`src/sv/sst_pkg.sv`:
```
`timescale 1ns / 1ps

package sst_pkg;

  typedef enum logic [1:0] {
    CMD_INSERT = 2'd0,
    CMD_DELETE = 2'd1,
    CMD_QUERY  = 2'd2
  } cmd_t;

  typedef enum logic [1:0] {
    ST_DONE      = 2'd0,
    ST_DUPLICATE = 2'd1,
    ST_ABSENT    = 2'd2,
    ST_FULL      = 2'd3
  } status_t;

  typedef enum logic [1:0] {
    S_IDLE,
    S_CMP,
    S_UPD
  } state_t;

  typedef struct packed {
    logic load;
    logic update;
  } ctrl_t;

endpackage

```
`src/sv/sst_ctrl.sv`:
```
`timescale 1ns / 1ps

module sst_ctrl
  import sst_pkg::*;
(
  input  logic  clk,
  input  logic  rst,
  input  logic  in_valid,
  output logic  in_ready,
  output logic  out_valid,
  input  logic  out_ready,
  output ctrl_t ctrl
);

  state_t state, state_next;
  logic   out_valid_next;

  always_ff @(posedge clk) begin
    if (rst) begin
      state     <= S_IDLE;
      out_valid <= 1'b0;
    end else begin
      state     <= state_next;
      out_valid <= out_valid_next;
    end
  end

  always_comb begin
    state_next = state;
    case (state)
      S_IDLE: begin
        if (in_valid) state_next = S_CMP;
      end
      S_CMP: state_next = S_UPD;
      S_UPD: begin
        if (!out_valid || out_ready) state_next = S_IDLE;
      end
      default: state_next = S_IDLE;
    endcase
  end

  always_comb begin
    in_ready    = 1'b0;
    ctrl.load   = 1'b0;
    ctrl.update = 1'b0;
    case (state)
      S_IDLE: begin
        in_ready  = 1'b1;
        ctrl.load = in_valid;
      end
      S_UPD: begin
        ctrl.update = !out_valid || out_ready;
      end
      default: ;
    endcase
  end

  always_comb begin
    if (ctrl.update) out_valid_next = 1'b1;
    else if (out_ready) out_valid_next = 1'b0;
    else out_valid_next = out_valid;
  end

endmodule

```
`config.mk`:
```
export PLATFORM = sky130hd
export DESIGN_NAME = sst_ctrl
export DESIGN_NICKNAME = d
export VERILOG_FILES = /design/src/sv/sst_pkg.sv /design/src/sv/sst_ctrl.sv
export SDC_FILE = /design/constraint.sdc
export NUM_CORES = 1
export LEC_CHECK = 0
export BUFFER_PORTS_ARGS = -buffer_cell sky130_fd_sc_hd__buf_2
export CORE_AREA = 2 2 39 41
export CTS_CLUSTER_DIAMETER = 150
export DETAILED_ROUTE_END_ITERATION = 8
export DIE_AREA = 0 0 41 43
export PLACE_DENSITY = 0.38
export RECOVER_POWER = 25
export SLEW_MARGIN = 40
export SYNTH_ARGS = -nofsm -noshare
export SYNTH_HDL_FRONTEND = slang
export SYNTH_SLANG_ARGS = --single-unit
```
`constraint.sdc`:
```
create_clock -name clk -period 1.18 [get_ports clk]
set_input_delay 0 -clock clk [delete_from_list [all_inputs] [get_ports clk]]
set_output_delay 0 -clock clk [all_outputs]
set_load 0.01 [all_outputs]
```
==> impl_results.md, run 1 <==
* Status: complete, no violations
* Initial core utilization at 0.1004
* Clock Latency Late Sink at around 0.24 ns
* Yosys warns at 0
* Area delta synth->final at 59.46%
* Critical Path AT at ~0.96 ns
* Crit path cell chain: nand2b_1 -> nor2b_1 -> buf_2
* Vias in the first global route at 130
* Drt wl/cell at between 8 and 9 um
* Buffers on Ports at 7
* Ratio of cells with drive above 1 in the final layout at 0.4400
* CTS root buf: clkbuf_4
* WHS Endpoint: out_valid
* Leak at 0.09148 nW
* Final setup margin at 0.2159 ns
* Largest net degree at the start of global routing at 6
* IO Pins at 8
* Origin of the critical flop-to-flop path: state[1]
* First-pass GRT wire length at between 400 and 500 um
* Syn avg cell area at roughly 9.9 um^2
* # fillers at 151
* DR WL met3 at between 80 and 90 um
* HP Class: primary input to flop
* Worst r2r dst: state[0]
* Cell area after synthesis at between 100 and 150 um^2
* Max_cap viols at 0
* Max VDD drop at around 0.29 mV
* Post-CTS Setup Bufs at 0
* FF+latch area at 60.06 um^2
* Cts bufs inserted at 3
* Total GRT Usage at 0.04719
* Clock sink count at 3
* Slew margin rel. at 0.8860
* DR WL met2 at ~100 um
* Slew Limit Fails at 0
* Top delay family on crit path: flip-flops
* Synth Area in XOR/XNOR at 0
* Drt first pass iters at 4
* ANT cells at 0
* Minimum clock period at 0.9641 ns
* Clk buf depth at 2
* Largest family of logic cells by synthesized area: simple AND/OR/NAND/NOR gates
* Synth top area share at 0.4324
* Power density cells at approximately 1500 nW/um^2
* Detail Route Antenna Nets at 0
* Area leader, netlist: dfxtp_1
* Routability cong. at 0.6197
* Slowest-stage cell, CP: dfxtp_1
* Post-synthesis simple-gate area fraction at 0.4414
* Crit path launch type: flop
* Setup Viol. Count Final at 0
* RSZ-0062 raised after global routing: no
* DP Worst Slack at about 0.42 ns
* Setup CP Type: flop to output port
* FFs w/ async S/R, synth at 0
* Area occupied by multi-input gates at between 70 and 80 um^2
* Site row count at 14
* Main synth FF type: dfxtp_1
* Mux contribution to synthesized area at 0
* # DRC at 0
* Layout Nets at 30
* CTS tree: yes
* Core Box Area at about 1400 um^2
* Critical path required time at ~1.2 ns
* Slowest cell delay on critical path at about 0.33 ns
* Measured slew at the worst slew-check pin at approximately 0.17 ns
* Synth cell count leaders: dfxtp_1, nand2b_1, a21oi_1
* Post-synth EDFFs at 0
* Min-delay src: out_ready
* Die ar. at 1763 um^2
* Worst-path clk slew at ~0.04 ns
* Fin. Hold Viols at 0
* Power, Total at roughly 330 uW
* Worst Clk Skew at roughly 0.0059 ns
* Top cells by area, synth: dfxtp_1, nand2b_1, nor3b_2
* Synthesized-area fraction occupied by adder cells at 0
* R2r setup slk at around 0.41 ns
* Top Metal Used: met3
* Vias per cell at 3.195
* Final TNS setup at 0 ns
* Mapped Cells at 14
* Congestion Overflow GR at 0
* Fmax at between 1000 and 1500 MHz
* Post-synthesis sequential area ratio at 0.4324
* Fin crit share at 0.8170
* Min-Delay Path Depth at 3
* Synth Area in Compound Gates at 0.07207
* Wirelength, routed at roughly 330 um
* DP Wirelength at roughly 250 um
* Die W at around 41 um
* Crit path buf inv count at 1
* Post-synth cell types at 9
* Die height at between 40 and 50 um
* Post-Syn Nets at 18
* Type of destination of the critical path: output port
* Post-synthesis register bit count at 3
* R2R cell count at 2
* Initial DRC count at 6
* Initial antenna violation count at 0
* Metal1 wirelength at around 140 um
* Via count at ~130
* Crit-path max FO at 5
* H-tree Lvls at 1
* Levels on crit path at 3
cell type report:
| class | count | share of cell area |
|---|---|---|
| Clock buffer | 4 | 0.1186 |
| Tap cell | 16 | 0.09040 |
| Sequential cell | 3 | 0.2712 |
| Timing Repair Buffer | 8 | 0.1977 |
| Multi-Input combinational cell | 10 | 0.3220 |
metrics by stage:
stage | util | hold slack (ns) | instances | instance area (um^2)
floorplan | - | 0.06907 | 14 | 138.9
global placement | 0.1347 | 0.1862 | 36 | 186.4
detailed placement | 0.1347 | 0.1978 | 36 | 186.4
CTS | 0.1609 | 0.05133 | 41 | 222.7
global route | 0.1600 | 0.07585 | 41 | 221.5
finish | 0.1600 | 0.05568 | 41 | 221.5
flip-flops by register name, summed over array words and instances, names as in the netlist:
| name | flops |
|---|---|
| out_valid | 1 |
| state | 2 |
cells in the final DEF (no fill, tap or decap):
cell type,n
clkbuf_4,3
dlygate4sd3_1,1
nand4bb_1,1
clkbuf_1,2
nor2b_1,1
nor3b_2,1
buf_2,6
nor2_1,1
dfxtp_1,3
nand2b_1,3
and2b_2,1
a21oi_1,2
tightest hold or removal path: stages:
cell and delay (ns):
buf_2 0.08, nand2b_1 0.10, a21oi_1 0.06
metal layers:
| metal | GRT usage | vias up |
|---|---|---|
| met5 | 0 | - |
| met4 | 0.06000 | 0 |
| met3 | 0.05759 | 0 |
| met2 | 0.03750 | 10 |
| met1 | 0.04823 | 53 |
| li1 | - | 68 |
cells by family (layout without fill, tap and decap cells):
group | count (synthesis) | in the layout
compound gates | 2 | 2
simple gates | 8 | 8
flops | 3 | 3
buf+inv | 1 | 12
worst max path at each step:
stage,endpoint,slack (ns),from
after global routing,ctrl[0],0.15,state[0]
after floorplan,state[0],0.37,state[1]
after detailed placement,state[0],0.42,state[1]
after CTS,ctrl[0],0.21,state[0]
after global placement,state[0],0.46,state[1]
final,ctrl[0],0.22,state[0]
power by group:
part	total [mW]	switching [mW]	internal (mW)
sequential	0.112	0.00537	0.107
combinational	0.0347	0.0147	0.0200
clock	0.185	0.0582	0.127
what timing repair did:
action,CTS,global route
resized for setup,0,0
hold endpoints to repair,2,0
hold buffers,1,0
Note: power is estimated with default switching activity, not from simulation.
==> run 2, diff against run 1 <==
--- a/config.mk
+++ b/config.mk
@@ -10,7 +10,7 @@
 export CTS_CLUSTER_DIAMETER = 150
 export DETAILED_ROUTE_END_ITERATION = 8
 export DIE_AREA = 0 0 41 43
-export PLACE_DENSITY = 0.38
+export PLACE_DENSITY = 0.39
 export RECOVER_POWER = 25
 export SLEW_MARGIN = 40
 export SYNTH_ARGS = -nofsm -noshare
==> constraint.sdc (replaced) <==
create_clock -name clk -period 0.8 [get_ports clk]
set_input_delay 0 -clock clk [delete_from_list [all_inputs] [get_ports clk]]
set_output_delay 0 -clock clk [all_outputs]
set_load 0.01 [all_outputs]
==> impl_results.md, run 2 (synthesis results as in run 1) <==
* Status: finished with violations
* Failing checks: setup timing
* Core Box Area at 1384 um^2
* Most common cell after layout, fill and taps aside: buf_2
* IO Pins at 8
* Critical path required time at roughly 0.8 ns
* Fin crit share at 1.205
* DP Worst Slack at about 0.023 ns
* Power density cells at 1966 nW/um^2
* Crit-path max FO at 5
* Slowest-stage cell, CP: dfxtp_4
* Clock sink count at 3
* Cts bufs inserted at 3
* # DRC at 0
* Comb pwr share at 0.132
* Detail Route Antenna Nets at 0
* Crit path launch type: flop
* Largest net degree at the start of global routing at 6
* Area delta synth->final at 81.08%
* Most frequent cells in the layout: buf_2, clkbuf_4, nand2b_1, a21oi_1, dfxtp_4
* Clk buf depth at 2
* Final Util at 0.1817
* Initial DRC count at 6
* Die W at 41 um
* Setup CP Type: flop to output port
* H-tree Lvls at 1
* Slew margin rel. at 0.8884
* Cell internal pwr at around 380 uW
* First-pass GRT wire length at 579 um
* ANT cells at 0
* CTS tree: yes
* Final TNS setup at -0.4399 ns
* Minimum clock period at between 0.9 and 1 ns
* Drt first pass iters at 4
* Die height at approximately 43 um
* Vias per cell at around 3.5
* Setup Viol. Count Final at 4
* CTS root buf: clkbuf_4
* Top reg by flops: state
* Total GRT Usage at 0.05812
* Fin. Hold Viols at 0
* Vias in the first global route at 140
* Max reg flops at 2
* Flop pwr share at 0.336
* Wirelength, routed at roughly 360 um
* Type of destination of the critical path: output port
* Fmax at roughly 1000 MHz
* Placed Cells at 36
* Site row count at 14
* RSZ-0062 raised after global routing: yes
* Max_cap viols at 0
* Die ar. at between 1500 and 2000 um^2
* Biggest regs: state x2, out_valid x1
* Leak at around 0.11 nW
* Power, Total at 494.4 uW
* Worst Clk Skew at between 0.0008 and 0.0009 ns
* Max VDD drop at 1.015 mV
* Via count at approximately 150
* Buffers on Ports at 7
* Routability cong. at about 0.56
* Crit path cell chain: nor3b_4 -> buf_2
* Clock Latency Late Sink at 0.23 ns
* Measured slew at the worst slew-check pin at 0.1673 ns
* Ratio of cells with drive above 1 in the final layout at 0.6154
* Fin cells at 42
* Sw Ratio at 0.2260
* Congestion Overflow GR at 0
* Initial core utilization at 0.1004
* Net switching power at 111.8 uW
* Slowest cell delay on critical path at 0.36 ns
* Drt wl/cell at about 8.6 um
* Final setup margin at -0.1638 ns
* Initial antenna violation count at 0
* HP Class: primary input to flop
* Worst-path clk slew at about 0.04 ns
* # fillers at 163
* Clk pwr share at 0.533
* Slew Limit Fails at 0
* Critical Path AT at between 0.9 and 1 ns
* Layout Nets at 31
* DP Wirelength at around 260 um
-- run 2: changes by cell type in the layout (fill, tap and decap cells not counted), sizes merged --
cell,delta
buf,+2
clkbuf,-1
-- run 2: worst max-delay path, delay by kind of cell, from the launching register on --
family / cells / cell delay, ns
AND/OR/NAND/NOR: 1 / 0.21
buffers and inverters: 1 / 0.16
flip-flops: 1 / 0.36
-- run 2: stage by stage --
step           hold slack (ns)  cell area [um^2]
2_1_floorplan          0.06907             146.4
3_3_place_gp            0.1873             193.9
3_5_place_dp            0.2005             193.9
4_1_cts                0.06131             251.5
5_1_grt                0.07692             251.5
6_report               0.06714             251.5
-- run 2: area by class of cell --
class                      count  area (um^2)  area share
clock buffer                   4        26.28      0.1045
multi-input combinational     10        85.08      0.3383
sequential                     3        67.56      0.2687
tap                           16        20.02     0.07960
timing repair buffer           9        52.55      0.2090
-- run 2: metal layers --
layer  routed length [um]  vias up  track usage
met2                  132        8      0.05625
met4                    0        0      0.04000
met5                    0        -            0
li1                     -       70            -
met3                   51        0      0.07853
met1                  179       70      0.06070
-- run 2: final timing paths --
kind,start,end,slack [ns],depth (start not counted)
worst max-delay path,state[1],ctrl[1],-0.16,2
worst min-delay path,out_ready,out_valid,0.07,3
worst max register to register,state[1],state[0],-0.09,3
worst min register to register,out_valid,out_valid,0.51,2
-- run 2: power groups by stage --
stage / clock [mW] / sequential, mW / combinational [mW]
final: 0.263 / 0.166 / 0.0650
after global routing: 0.292 / 0.167 / 0.0712
after CTS: 0.277 / 0.166 / 0.0650
after detailed placement: 0 / 0.170 / 0.0528
after global placement: 0 / 0.169 / 0.0512
after floorplan: 0 / 0.169 / 0.0314
-- run 2: what timing repair did --
item,4_1_cts,5_1_grt
pin swaps,1,0
gates cloned,0,0
setup buffers,1,0
hold endpoints to repair,2,0
setup endpoints to repair,3,4
gates resized for setup,4,0
hold buffers,1,0
==> run 3, diff against run 2 <==
--- a/config.mk
+++ b/config.mk
@@ -11,7 +11,8 @@
 export DETAILED_ROUTE_END_ITERATION = 8
 export DIE_AREA = 0 0 41 43
 export PLACE_DENSITY = 0.39
-export RECOVER_POWER = 25
+export RECOVER_POWER = 100
+export SKIP_LAST_GASP = 1
 export SLEW_MARGIN = 40
 export SYNTH_ARGS = -nofsm -noshare
 export SYNTH_HDL_FRONTEND = slang
==> impl_results.md, run 3 (synthesis results as in run 1) <==
* Congestion Overflow GR at 0
* IO Pins at 8
* Buffers on Ports at 7
* Cts bufs inserted at 3
* Critical Path AT at between 0.9 and 1 ns
* Drt first pass iters at 4
* Layout Nets at 31
* Max reg flops at 2
* Clk buf depth at 2
* Worst Clk Skew at approximately 0.00083 ns
* Fmax at around 1000 MHz
* H-tree Lvls at 1
* Fin crit share at 1.205
* Status: finished with violations
* Max VDD drop at 1.015 mV
* Area delta synth->final at 81.08%
* CTS root buf: clkbuf_4
* Top reg by flops: state
* Failing checks: setup timing
* Crit path cell chain: nor3b_4 -> buf_2
* Min-delay src: out_ready
* CP startpoint: state[1]
* Initial core utilization at 0.1004
* First-pass GRT wire length at 579 um
* Max_cap viols at 0
* Die ar. at 1763 um^2
* Critical path required time at approximately 0.80 ns
* Initial DRC count at 6
* Fin cells at 42
* ANT cells at 0
* Clock sink count at 3
* Crit path launch type: flop
* Most common cell after layout, fill and taps aside: buf_2
* Most frequent cells in the layout: buf_2, clkbuf_4, nand2b_1, a21oi_1, dfxtp_4
* Drt wl/cell at 8.619 um
* Initial antenna violation count at 0
* # DRC at 0
* Fin. Hold Viols at 0
* RSZ-0062 raised after global routing: yes
* Die W at 41 um
* Crit-path max FO at 5
* Final setup margin at -0.1637 ns
* Minimum clock period at between 0.9 and 1 ns
* Slowest-stage cell, CP: dfxtp_4
* Clock Latency Late Sink at 0.23 ns
* Routability cong. at approximately 0.56
* Measured slew at the worst slew-check pin at 0.1672 ns
* Vias in the first global route at 140
* Die height at around 43 um
* Type of destination of the critical path: output port
* Core Box Area at between 1000 and 1500 um^2
* # fillers at around 160
* Total GRT Usage at 0.05812
* Slew margin rel. at 0.8884
* Leak at between 0.1 and 0.15 nW
* Top delay family on crit path: flip-flops
* Placed Cells at 36
* Largest net degree at the start of global routing at 6
* Worst-path clk slew at roughly 0.040 ns
* Vias per cell at around 3.5
* Via count at approximately 150
* Site row count at 14
* Worst hold margin at between 0.06 and 0.07 ns
* Ratio of cells with drive above 1 in the final layout at 0.6154
* Crit path buf inv count at 1
* DP Wirelength at between 200 and 300 um
* Origin of the critical flop-to-flop path: state[1]
* Wirelength, routed at 362 um
* Biggest regs: state x2, out_valid x1
* Power density cells at around 2000 nW/um^2
* Slew Limit Fails at 0
* CTS tree: yes
* Setup Viol. Count Final at 4
* Setup CP Type: flop to output port
* Slowest cell delay on critical path at ~0.36 ns
* Detail Route Antenna Nets at 0
* HP Class: primary input to flop
## run 3: changes by cell type in the layout (fill, tap and decap cells not counted), sizes merged
cell | before | now
clkbuf | 4 | 5
buf | 8 | 7
## run 3: layout make-up
cell class | count | area, um^2 | share of cell area
repair buffers | 9 | 52.55 | 0.2090
flip-flops and latches | 3 | 67.56 | 0.2687
well taps | 16 | 20.02 | 0.07960
multi-input cells | 10 | 85.08 | 0.3383
clock buffers | 4 | 26.28 | 0.1045
## run 3: per-layer routing
metal	wire, um	up-vias	GRT usage
li1	-	70	-
met4	0	0	0.04000
met1	179	70	0.06070
met3	50	0	0.07853
met2	132	8	0.05625
met5	0	-	0
## run 3: path summary, 6_finish.rpt
path / cells after the start / to / slack (ns)
worst max-delay path: 2 / ctrl[1] / -0.16
worst min-delay path: 3 / out_valid / 0.07
worst max register to register: 3 / state[0] / -0.09
worst min register to register: 2 / out_valid / 0.51
## run 3: per-stage QoR
| step | cell area [um^2] | util | total power, mW | setup TNS, ns | setup slack (ns) |
|---|---|---|---|---|---|
| 5_1_grt | 251.5 | 0.1817 | 0.5305 | -0.6074 | -0.2155 |
| 2_1_floorplan | 146.4 | - | 0.2008 | 0 | 0.02162 |
| 4_1_cts | 251.5 | 0.1817 | 0.5080 | -0.4661 | -0.1686 |
| 6_report | 251.5 | 0.1817 | 0.4944 | -0.4405 | -0.1637 |
| 3_3_place_gp | 193.9 | 0.1401 | 0.2207 | 0 | 0.03816 |
| 3_5_place_dp | 193.9 | 0.1401 | 0.2230 | 0 | 0.02291 |
## run 3: timing repair
| action | 4_1_cts | 5_1_grt |
|---|---|---|
| pin swaps | 1 | 0 |
| gates cloned | 0 | 0 |
| endpoints found under the setup margin | 3 | 4 |
| hold buffers | 1 | 0 |
| hold endpoints to repair | 2 | 0 |
| setup buffers | 1 | 0 |
| resized for setup | 4 | 0 |
## run 3: where the power goes
group / switching (mW) / leakage (nW) / internal [mW]
clock network: 0.0765 / 0.0150 / 0.187
logic: 0.0241 / 0.0639 / 0.0409
registers: 0.0111 / 0.0259 / 0.155
## run 3: worst register-to-register path: cells and delay by family (launching register included)
family,cells,cell delay [ns]
flops,1,0.36
buf+inv,1,0.14
simple gates,2,0.33
